$ cat src/design/cubic_bezier_segment_generator_assert.svh
// Assertion macros for the cubic Bezier segment generator datapath.
// Each macro expects the signals clk and rst_n in the enclosing module.
`ifndef CUBIC_BEZIER_SEGMENT_GENERATOR_ASSERT_SVH
`define CUBIC_BEZIER_SEGMENT_GENERATOR_ASSERT_SVH

// The consequent must hold in the same cycle as the antecedent.
`define CBSG_ASSERT_IMP(lbl, ante, cons, msg) \
    lbl: assert property (@(posedge clk) disable iff (!rst_n) (ante) |-> (cons)) \
        else $error(msg);

// The consequent must hold in the cycle after the antecedent.
`define CBSG_ASSERT_NXT(lbl, ante, cons, msg) \
    lbl: assert property (@(posedge clk) disable iff (!rst_n) (ante) |=> (cons)) \
        else $error(msg);

`endif

$ cat src/design/cbsg_pkg.sv
// Package for the cubic Bezier segment generator: widths, operation codes and
// the command and status structures between controller and datapath. No dependencies.
package cbsg_pkg;

    localparam int MAX_SEGMENTS_DEF = 64;
    localparam int COORD_W          = 16;
    localparam int SEG_IN_W         = 7;
    localparam int CFG_IDX_W        = 4;
    localparam int NUM_REGS         = 8;
    localparam int T_W              = 17;
    localparam logic [T_W-1:0] ONE_Q16 = 17'h10000;
    localparam int DIV_STEPS        = T_W;
    localparam int SEQ_CNT_W        = $clog2(DIV_STEPS);
    localparam int UU_W             = 33;
    localparam int W_W              = 17;
    localparam int MUL_A_W          = 34;
    localparam int MUL_B_W          = 18;
    localparam int PROD_W           = MUL_A_W + MUL_B_W;
    localparam int ACC_W            = 34;
    localparam int FRAC_LSB         = 32;

    typedef enum logic [3:0] {
        OP_UU   = 4'd0,
        OP_TT   = 4'd1,
        OP_UUU  = 4'd2,
        OP_UUT  = 4'd3,
        OP_UTT  = 4'd4,
        OP_TTT  = 4'd5,
        OP_X0   = 4'd6,
        OP_X1   = 4'd7,
        OP_X2   = 4'd8,
        OP_X3   = 4'd9,
        OP_Y0   = 4'd10,
        OP_Y1   = 4'd11,
        OP_Y2   = 4'd12,
        OP_Y3   = 4'd13,
        OP_FIN  = 4'd14,
        OP_NONE = 4'd15
    } op_t;

    typedef struct packed {
        logic load;
        logic div_step;
        op_t  op;
        logic advance;
        logic shift_prev;
        logic emit;
    } cmd_t;

    typedef struct packed {
        logic count_zero;
        logic first;
        logic last;
        logic out_free;
    } status_t;

endpackage

$ cat src/design/cubic_bezier_segment_generator.sv
// Top level of the cubic Bezier segment generator; joins controller and datapath.
// Depends on cbsg_pkg, cbsg_ctrl and cbsg_datapath.
//
// A request on the input channel (in_valid, in_stall, segment_count) asks for N
// line segments along the curve set by the eight control point registers. The
// registers are written through cfg_valid, cfg_ready, cfg_index and cfg_data;
// the user must write them only while the block is idle, and the block itself
// does not enforce this. cfg_ready is always high and writes to indexes beyond
// the eighth are ignored. A count of zero is taken and yields nothing; a count
// above MAX_SEGMENTS is treated as MAX_SEGMENTS. Each result transaction
// carries one segment with start and end points and a flag on the last segment
// of the request. After acceptance, a one-bit-per-cycle divider finds the
// parameter step; each curve point is then formed by the single shared
// multiplier, which forms 14 products per point. One request is in work at a
// time: in_stall is high from acceptance until the last result is loaded into
// the output register. A stalled receiver holds the result register and pauses
// the sequence before the next segment is loaded. Reset clears the control
// point registers to zero and returns the block to idle.
module cubic_bezier_segment_generator #(
    parameter int MAX_SEGMENTS = cbsg_pkg::MAX_SEGMENTS_DEF
) (
    input  logic                                 clk,
    input  logic                                 rst_n,
    input  logic                                 in_valid,
    output logic                                 in_stall,
    input  logic [cbsg_pkg::SEG_IN_W-1:0]        segment_count,
    output logic                                 out_valid,
    input  logic                                 out_stall,
    output logic signed [cbsg_pkg::COORD_W-1:0]  start_x,
    output logic signed [cbsg_pkg::COORD_W-1:0]  start_y,
    output logic signed [cbsg_pkg::COORD_W-1:0]  end_x,
    output logic signed [cbsg_pkg::COORD_W-1:0]  end_y,
    output logic                                 last_segment,
    input  logic                                 cfg_valid,
    output logic                                 cfg_ready,
    input  logic [cbsg_pkg::CFG_IDX_W-1:0]       cfg_index,
    input  logic [cbsg_pkg::COORD_W-1:0]         cfg_data
);
    import cbsg_pkg::*;

    cmd_t    cmd;
    status_t status;

    assign cfg_ready = 1'b1;

    cbsg_ctrl u_ctrl (
        .clk      (clk),
        .rst_n    (rst_n),
        .in_valid (in_valid),
        .in_stall (in_stall),
        .status   (status),
        .cmd      (cmd)
    );

    cbsg_datapath #(
        .MAX_SEGMENTS (MAX_SEGMENTS)
    ) u_datapath (
        .clk           (clk),
        .rst_n         (rst_n),
        .cmd           (cmd),
        .status        (status),
        .segment_count (segment_count),
        .cfg_we        (cfg_valid && cfg_ready),
        .cfg_index     (cfg_index),
        .cfg_data      (cfg_data),
        .out_valid     (out_valid),
        .out_stall     (out_stall),
        .start_x       (start_x),
        .start_y       (start_y),
        .end_x         (end_x),
        .end_y         (end_y),
        .last_segment  (last_segment)
    );

endmodule

$ cat src/design/cbsg_ctrl.sv
// Controller of the cubic Bezier segment generator: sequences division, the
// per-point multiply schedule and result hand-off. Depends on cbsg_pkg.
module cbsg_ctrl (
    input  logic              clk,
    input  logic              rst_n,
    input  logic              in_valid,
    output logic              in_stall,
    input  cbsg_pkg::status_t status,
    output cbsg_pkg::cmd_t    cmd
);
    import cbsg_pkg::*;

    typedef enum logic [4:0] {
        ST_IDLE  = 5'b00001,
        ST_DIV   = 5'b00010,
        ST_EVAL  = 5'b00100,
        ST_DRAIN = 5'b01000,
        ST_POINT = 5'b10000
    } state_t;

    state_t                 state_reg, state_next;
    logic [SEQ_CNT_W-1:0]   cnt_reg, cnt_next;

    assign in_stall = (state_reg != ST_IDLE);

    always_comb
    begin
        state_next     = state_reg;
        cnt_next       = cnt_reg;
        cmd.load       = 1'b0;
        cmd.div_step   = 1'b0;
        cmd.op         = OP_NONE;
        cmd.advance    = 1'b0;
        cmd.shift_prev = 1'b0;
        cmd.emit       = 1'b0;
        unique case (state_reg)
            ST_IDLE:
            begin
                if (in_valid && !status.count_zero)
                begin
                    cmd.load   = 1'b1;
                    cnt_next   = '0;
                    state_next = ST_DIV;
                end
            end
            ST_DIV:
            begin
                cmd.div_step = 1'b1;
                if (cnt_reg == SEQ_CNT_W'(DIV_STEPS - 1))
                begin
                    cnt_next   = '0;
                    state_next = ST_EVAL;
                end
                else
                begin
                    cnt_next = cnt_reg + 1'b1;
                end
            end
            ST_EVAL:
            begin
                cmd.op = op_t'(cnt_reg[3:0]);
                if (cnt_reg[3:0] == OP_FIN)
                begin
                    cnt_next   = '0;
                    state_next = ST_DRAIN;
                end
                else
                begin
                    cnt_next = cnt_reg + 1'b1;
                end
            end
            ST_DRAIN:
            begin
                state_next = ST_POINT;
            end
            ST_POINT:
            begin
                if (status.first)
                begin
                    cmd.shift_prev = 1'b1;
                    cmd.advance    = 1'b1;
                    state_next     = ST_EVAL;
                end
                else if (status.out_free)
                begin
                    cmd.emit       = 1'b1;
                    cmd.shift_prev = 1'b1;
                    if (status.last)
                    begin
                        state_next = ST_IDLE;
                    end
                    else
                    begin
                        cmd.advance = 1'b1;
                        state_next  = ST_EVAL;
                    end
                end
            end
            default:
            begin
                state_next = ST_IDLE;
            end
        endcase
    end

    always_ff @(posedge clk or negedge rst_n)
    begin
        if (!rst_n)
        begin
            state_reg <= ST_IDLE;
            cnt_reg   <= '0;
        end
        else
        begin
            state_reg <= state_next;
            cnt_reg   <= cnt_next;
        end
    end

endmodule

$ cat src/design/cbsg_datapath.sv
// Datapath of the cubic Bezier segment generator: control point registers,
// parameter divider, shared multiplier, accumulator and output register.
// Depends on cbsg_pkg and cubic_bezier_segment_generator_assert.svh.
`include "cubic_bezier_segment_generator_assert.svh"

module cbsg_datapath #(
    parameter int MAX_SEGMENTS = cbsg_pkg::MAX_SEGMENTS_DEF
) (
    input  logic                                    clk,
    input  logic                                    rst_n,
    input  cbsg_pkg::cmd_t                          cmd,
    output cbsg_pkg::status_t                       status,
    input  logic [cbsg_pkg::SEG_IN_W-1:0]           segment_count,
    input  logic                                    cfg_we,
    input  logic [cbsg_pkg::CFG_IDX_W-1:0]          cfg_index,
    input  logic [cbsg_pkg::COORD_W-1:0]            cfg_data,
    output logic                                    out_valid,
    input  logic                                    out_stall,
    output logic signed [cbsg_pkg::COORD_W-1:0]     start_x,
    output logic signed [cbsg_pkg::COORD_W-1:0]     start_y,
    output logic signed [cbsg_pkg::COORD_W-1:0]     end_x,
    output logic signed [cbsg_pkg::COORD_W-1:0]     end_y,
    output logic                                    last_segment
);
    import cbsg_pkg::*;

    localparam int CNT_W = $clog2(MAX_SEGMENTS + 1);

    logic signed [COORD_W-1:0] cfg_reg [NUM_REGS];

    logic [CNT_W-1:0]   n_reg, seg_reg, rem_reg, frac_reg;
    logic [T_W-1:0]     num_reg, q_reg, t_reg;
    logic [UU_W-1:0]    uu_reg, tt_reg;
    logic [W_W-1:0]     w_reg [4];
    logic signed [PROD_W-1:0]  p_reg;
    logic signed [ACC_W-1:0]   acc_reg;
    logic signed [COORD_W-1:0] prev_x_reg, prev_y_reg, cur_x_reg, cur_y_reg;
    op_t                wb_op_reg;
    logic               out_valid_reg;

    logic [SEG_IN_W-1:0]       n_sat;
    logic [T_W-1:0]            u;
    logic [CNT_W:0]            div_shift, frac_sum, seg_inc;
    logic                      div_ge, frac_carry;
    logic signed [MUL_A_W-1:0] mul_a;
    logic signed [MUL_B_W-1:0] mul_b;
    logic signed [PROD_W-1:0]  prod;
    logic [PROD_W-1:0]         p_triple;
    logic signed [ACC_W-1:0]   acc_bias;
    logic signed [COORD_W-1:0] acc_coord;

    assign n_sat = (segment_count > SEG_IN_W'(MAX_SEGMENTS)) ?
                   SEG_IN_W'(MAX_SEGMENTS) : segment_count;
    assign u     = ONE_Q16 - t_reg;

    assign div_shift  = {rem_reg, num_reg[T_W-1]};
    assign div_ge     = (div_shift >= {1'b0, n_reg});
    assign frac_sum   = {1'b0, frac_reg} + {1'b0, rem_reg};
    assign frac_carry = (frac_sum >= {1'b0, n_reg});
    assign seg_inc    = {1'b0, seg_reg} + 1'b1;

    assign status.count_zero = (segment_count == '0);
    assign status.first      = (seg_reg == '0);
    assign status.last       = (seg_reg == n_reg);
    assign status.out_free   = !out_valid_reg || !out_stall;

    always_comb
    begin
        mul_a = '0;
        mul_b = '0;
        unique case (cmd.op)
            OP_UU:
            begin
                mul_a = MUL_A_W'(u);
                mul_b = MUL_B_W'(u);
            end
            OP_TT:
            begin
                mul_a = MUL_A_W'(t_reg);
                mul_b = MUL_B_W'(t_reg);
            end
            OP_UUU:
            begin
                mul_a = MUL_A_W'(uu_reg);
                mul_b = MUL_B_W'(u);
            end
            OP_UUT:
            begin
                mul_a = MUL_A_W'(uu_reg);
                mul_b = MUL_B_W'(t_reg);
            end
            OP_UTT:
            begin
                mul_a = MUL_A_W'(tt_reg);
                mul_b = MUL_B_W'(u);
            end
            OP_TTT:
            begin
                mul_a = MUL_A_W'(tt_reg);
                mul_b = MUL_B_W'(t_reg);
            end
            OP_X0:
            begin
                mul_a = MUL_A_W'(cfg_reg[0]);
                mul_b = MUL_B_W'(w_reg[0]);
            end
            OP_X1:
            begin
                mul_a = MUL_A_W'(cfg_reg[2]);
                mul_b = MUL_B_W'(w_reg[1]);
            end
            OP_X2:
            begin
                mul_a = MUL_A_W'(cfg_reg[4]);
                mul_b = MUL_B_W'(w_reg[2]);
            end
            OP_X3:
            begin
                mul_a = MUL_A_W'(cfg_reg[6]);
                mul_b = MUL_B_W'(w_reg[3]);
            end
            OP_Y0:
            begin
                mul_a = MUL_A_W'(cfg_reg[1]);
                mul_b = MUL_B_W'(w_reg[0]);
            end
            OP_Y1:
            begin
                mul_a = MUL_A_W'(cfg_reg[3]);
                mul_b = MUL_B_W'(w_reg[1]);
            end
            OP_Y2:
            begin
                mul_a = MUL_A_W'(cfg_reg[5]);
                mul_b = MUL_B_W'(w_reg[2]);
            end
            OP_Y3:
            begin
                mul_a = MUL_A_W'(cfg_reg[7]);
                mul_b = MUL_B_W'(w_reg[3]);
            end
            OP_FIN, OP_NONE:
            begin
                mul_a = '0;
                mul_b = '0;
            end
            default:
            begin
                mul_a = '0;
                mul_b = '0;
            end
        endcase
    end

    assign prod     = mul_a * mul_b;
    assign p_triple = {p_reg[PROD_W-2:0], 1'b0} + p_reg;

    // Division by 65536 truncates toward zero, so negative sums are biased first.
    assign acc_bias  = acc_reg + (acc_reg[ACC_W-1] ? ACC_W'(16'hFFFF) : ACC_W'(0));
    assign acc_coord = acc_bias[2*COORD_W-1:COORD_W];

    always_ff @(posedge clk or negedge rst_n)
    begin
        if (!rst_n)
        begin
            for (int k = 0; k < NUM_REGS; k++)
            begin
                cfg_reg[k] <= '0;
            end
        end
        else if (cfg_we && (cfg_index < CFG_IDX_W'(NUM_REGS)))
        begin
            cfg_reg[cfg_index[$clog2(NUM_REGS)-1:0]] <= cfg_data;
        end
    end

    always_ff @(posedge clk or negedge rst_n)
    begin
        if (!rst_n)
        begin
            wb_op_reg     <= OP_NONE;
            out_valid_reg <= 1'b0;
        end
        else
        begin
            wb_op_reg <= cmd.op;
            if (cmd.emit)
            begin
                out_valid_reg <= 1'b1;
            end
            else if (!out_stall)
            begin
                out_valid_reg <= 1'b0;
            end
        end
    end

    always_ff @(posedge clk)
    begin
        p_reg <= prod;

        if (cmd.load)
        begin
            n_reg    <= CNT_W'(n_sat);
            num_reg  <= ONE_Q16;
            rem_reg  <= '0;
            q_reg    <= '0;
            t_reg    <= '0;
            frac_reg <= '0;
            seg_reg  <= '0;
        end
        else if (cmd.div_step)
        begin
            num_reg <= {num_reg[T_W-2:0], 1'b0};
            q_reg   <= {q_reg[T_W-2:0], div_ge};
            rem_reg <= div_ge ? CNT_W'(div_shift - {1'b0, n_reg}) : CNT_W'(div_shift);
        end
        else if (cmd.advance)
        begin
            t_reg    <= t_reg + q_reg + T_W'(frac_carry);
            frac_reg <= frac_carry ? CNT_W'(frac_sum - {1'b0, n_reg}) : CNT_W'(frac_sum);
            seg_reg  <= CNT_W'(seg_inc);
        end

        unique case (wb_op_reg)
            OP_UU:  uu_reg   <= p_reg[UU_W-1:0];
            OP_TT:  tt_reg   <= p_reg[UU_W-1:0];
            OP_UUU: w_reg[0] <= p_reg[FRAC_LSB+W_W-1:FRAC_LSB];
            OP_UUT: w_reg[1] <= p_triple[FRAC_LSB+W_W-1:FRAC_LSB];
            OP_UTT: w_reg[2] <= p_triple[FRAC_LSB+W_W-1:FRAC_LSB];
            OP_TTT: w_reg[3] <= p_reg[FRAC_LSB+W_W-1:FRAC_LSB];
            OP_X0:  acc_reg  <= p_reg[ACC_W-1:0];
            OP_X1, OP_X2, OP_X3, OP_Y1, OP_Y2, OP_Y3:
            begin
                acc_reg <= acc_reg + p_reg[ACC_W-1:0];
            end
            OP_Y0:
            begin
                cur_x_reg <= acc_coord;
                acc_reg   <= p_reg[ACC_W-1:0];
            end
            OP_FIN: cur_y_reg <= acc_coord;
            OP_NONE:
            begin
            end
            default:
            begin
            end
        endcase

        if (cmd.shift_prev)
        begin
            prev_x_reg <= cur_x_reg;
            prev_y_reg <= cur_y_reg;
        end

        if (cmd.emit)
        begin
            start_x      <= prev_x_reg;
            start_y      <= prev_y_reg;
            end_x        <= cur_x_reg;
            end_y        <= cur_y_reg;
            last_segment <= (seg_reg == n_reg);
        end
    end

    assign out_valid = out_valid_reg;

    `CBSG_ASSERT_IMP(a_no_overrun, cmd.advance && !status.first, seg_reg != n_reg,
        "Parameter advanced beyond the final segment.")
    `CBSG_ASSERT_IMP(a_frac_bound, cmd.advance, (frac_reg < n_reg) && (rem_reg < n_reg),
        "Parameter remainder out of range.")
    `CBSG_ASSERT_NXT(a_end_at_one, cmd.advance && (seg_inc == {1'b0, n_reg}),
        t_reg == ONE_Q16, "Final parameter does not reach one.")
    `CBSG_ASSERT_IMP(a_no_overwrite, cmd.emit, !out_valid_reg || !out_stall,
        "Result register overwritten while stalled.")

endmodule
$ cat config.mk
export PLATFORM = sky130hd
export DESIGN_NAME = cubic_bezier_segment_generator
export DESIGN_NICKNAME = d
export VERILOG_FILES = /design/src/design/cbsg_pkg.sv /design/src/design/cubic_bezier_segment_generator.sv /design/src/design/cbsg_ctrl.sv /design/src/design/cbsg_datapath.sv
export VERILOG_INCLUDE_DIRS = /design/src /design/src/design
export SDC_FILE = /design/constraint.sdc
export NUM_CORES = 2
export LEC_CHECK = 0
export BUFFER_PORTS_ARGS = -buffer_cell sky130_fd_sc_hd__buf_2
export CORE_ASPECT_RATIO = 1.5
export CORE_UTILIZATION = 50
export CTS_BUF_LIST = sky130_fd_sc_hd__clkbuf_16
export DETAILED_ROUTE_END_ITERATION = 7
export PLACE_DENSITY = 0.66
export SKIP_LAST_GASP = 1
export SLEW_MARGIN = 10
export SYNTH_ARGS = -nofsm -noshare
export SYNTH_HDL_FRONTEND = slang
export SYNTH_SLANG_ARGS = --single-unit
$ cat constraint.sdc
create_clock -name clk -period 11.43 [get_ports clk]
set_input_delay 0 -clock clk [delete_from_list [all_inputs] [get_ports clk]]
set_output_delay 0 -clock clk [all_outputs]
set_load 0.1 [all_outputs]
==> results_dict.tcl <==
set metrics [dict create \
    largest_reg_flops 128 \
    synth_commonest_cells "687 x inv_1, 537 x fa_1, 448 x nand2_1" \
    p_per_area_nw_per_um2 106 \
    vdd_ir_drop_max_v 0.0000985 \
    arrival_ns 11.16 \
    yosys.cell_count.top_type "inv_1" \
    hold_slack_ns 0.0651 \
    seq_area_um2 14800 \
    timing.rr.end "u_datapath.p_reg[46]$_DFF_P_" \
    via_per_inst 5.82 \
    slowest_delay_ns 0.79 \
    track_usage_pct 29.2 \
    n_fill_cell 7767 \
    startpoint_type "flop" \
    rsz0062_at_grt "no" \
    drc_errors 44 \
    setup_tns_ns 0 \
    fin_crit_sh_pct 93.2 \
    cp_top_family "adder cells" \
    syn_to_final_growth_pct 8.96 \
    ys.warnings.count 0 \
    crit_top_cell "fa_1" \
    cts_tree "built" \
    violations "design-rule violations" \
    drt-initial-drc-count 2706 \
    grt_pass1_vias 34400 \
    routed_wirelength_mm 130 \
    antenna_left 0 \
    cts_buffer_depth 3 \
    dp_hpwl_mm 100 \
    die_h_um 369 \
    nets 5262 \
    h-tree-depth 2 \
    grt_antenna_before_repair 0 \
    cts.sinks 552 \
    relSlewSlack_pct 12.8 \
    start_util_pct 50.5 \
    dr.pass1.iters 8 \
    worst_setup_path_end_kind "flop" \
    gp_congestion 0.970 \
    netlist-cell-type-count 102 \
    synth.top_cell.area_share_pct 23.9 \
    synth_nets 5166 \
    p_leak_nw 21.9 \
    r2r_cells 30 \
    period_needed_ns 10.66 \
    die-area_um2 91100 \
    syn-instance-count 4346 \
    row_count 134 \
    drive_above_1_share_pct 10.8 \
    port_buffers 98 \
    finalSetupViolCount 0 \
    clk-insertion-delay-late_ns 0.64 \
    ys_seq_area_share_pct 33.0 \
    holdPathEnd "u_datapath.cfg_reg[77]$_DFFE_PN0P_" \
    timing.rr.start "u_ctrl.state_reg[4]$_DFFE_PN0P_" \
    ff2ff_setup_slack_ns 0.77 \
    path_buf_inv 5 \
    async_reset_ff_share_pct 25.9 \
    p_total_mw 5.20 \
    ios 100 \
    core-area_um2 89000 \
    grt_pass1_wl_mm 198 \
    fmax_mhz 93.8 \
    clock_skew_ns 0.0266 \
    cts-root-buf "clkbuf_16" \
    critPathSlowestCell "o21a_1" \
    multi_input_area_um2 26900 \
    syn_area_um2 45000 \
    cap_violations 0 \
    grt_max_degree 66 \
    post_cts_resized 0 \
    overflow 0 \
    drv_slew 0 \
    status "finished, violations left" \
    holdCritStartpoint "cfg_index[2]" \
    wl_per_cell_um 23.1 \
    hold_depth 4 \
    ys_ff_latch 552 \
    hold_class "primary input to flop" \
    required_ns 11.94 \
    path_clk_slew_ns 0.07 \
    worst_slew_pin_slew_ns 1.31 \
    cts-buffers-inserted 52 \
    avgSynthCellArea_um2 10.3 \
    vias 32800 \
    ys_top_cells_by_area "fa_1 24%, edfxtp_1 20%, dfrtp_1 7.7%" \
    finalHoldViolCount 0 \
    crit_type "flop to flop" \
    die_x_um 247 \
    synth_edf_count 304 \
    yosysTopAreaCell "fa_1" \
    synthFlopType "edfxtp_1" \
    critPathMaxFanout 19 \
]
cell families after synthesis:
group	synth area share [%]
compound gates	10.5
xor+xnor	3.39
fa+ha+maj	30.9
buf+inv	7.54
flops	33.0
mux	3.34
other cells	0.00834
simple gates	11.3
cell type report:
type / count / share of cell area, %
timing repair buffer: 221 / 3.06
clock buffer: 52 / 2.66
multi-input combinational: 2927 / 54.9
inverter: 688 / 5.27
clock inverter: 44 / 0.886
sequential: 552 / 30.2
antenna: 1 / 0.00511
tap: 1156 / 2.95
worst register-to-register path, delay by kind of cell (launching register included):
kind	cells	cell delay [ns]
simple gates	7	2.82
flops	1	0.46
buf+inv	5	0.90
compound gates	11	3.13
fa+ha+maj	7	3.27
layout by cell type (no fill, tap or decap), types with 25 or more instances in the layout:
master,n
xor2_1,62
nor3_1,28
xnor2_1,111
a211oi_1,25
buf_2,97
a21oi_1,185
nand2_1,448
a21o_1,77
nor2b_1,26
edfxtp_1,304
a222oi_1,40
clkbuf_16,52
mux2_2,129
nor2_1,430
dfxtp_1,105
nand3_1,49
buf_4,95
a22oi_1,39
o21ai_0,87
fa_1,537
dlygate4sd3_1,27
inv_1,692
nand2b_1,37
dfrtp_1,138
ha_1,251
how the worst max path moves through the flow:
stage	from	endpoint	depth (start not counted)
after CTS	u_ctrl.state_reg[4]$_DFFE_PN0P_	u_datapath.p_reg[46]$_DFF_P_	30
after global placement	u_ctrl.state_reg[4]$_DFFE_PN0P_	u_datapath.p_reg[46]$_DFF_P_	30
final	u_ctrl.state_reg[4]$_DFFE_PN0P_	u_datapath.p_reg[46]$_DFF_P_	30
after floorplan	u_ctrl.state_reg[4]$_DFFE_PN0P_	u_datapath.p_reg[46]$_DFF_P_	29
after global routing	u_ctrl.state_reg[4]$_DFFE_PN0P_	u_datapath.p_reg[46]$_DFF_P_	30
after detailed placement	u_ctrl.state_reg[4]$_DFFE_PN0P_	u_datapath.p_reg[46]$_DFF_P_	30
power by group:
group	switching (mW)	total [mW]	leakage (nW)	internal (mW)
Combinational	0.604	0.984	15.8	0.380
Clock	0.808	1.78	0.857	0.977
Sequential	0.140	2.43	5.22	2.29
metal layers:
metal / up-vias / GRT usage, % / share of wire, %
met5: - / 0 / 0
met4: 0 / 21.7 / 8.6
met3: 470 / 4.08 / 6.4
met2: 1316 / 52.0 / 51
met1: 16500 / 31.1 / 34
li1: 14500 / - / -
through the flow:
| stage | util [%] | std cells | setup WS, ns | cell area [um^2] |
|---|---|---|---|---|
| 6_report | 55.0 | 5641 | 0.772 | 49000 |
| 5_1_grt | 55.0 | 5640 | 0.370 | 49000 |
| 4_1_cts | 55.0 | 5640 | 0.785 | 49000 |
| 3_5_place_dp | 52.7 | 5516 | 0.847 | 47000 |
| 3_3_place_gp | 52.7 | 5516 | 0.950 | 47000 |
| 2_1_floorplan | - | 4346 | 3.16 | 45000 |
timing repair:
item,CTS,global route
endpoints found under the hold margin,220,0
hold buffers,28,0
setup buffers,0,0
No activity file was read; power rests on OpenSTA's default activity.
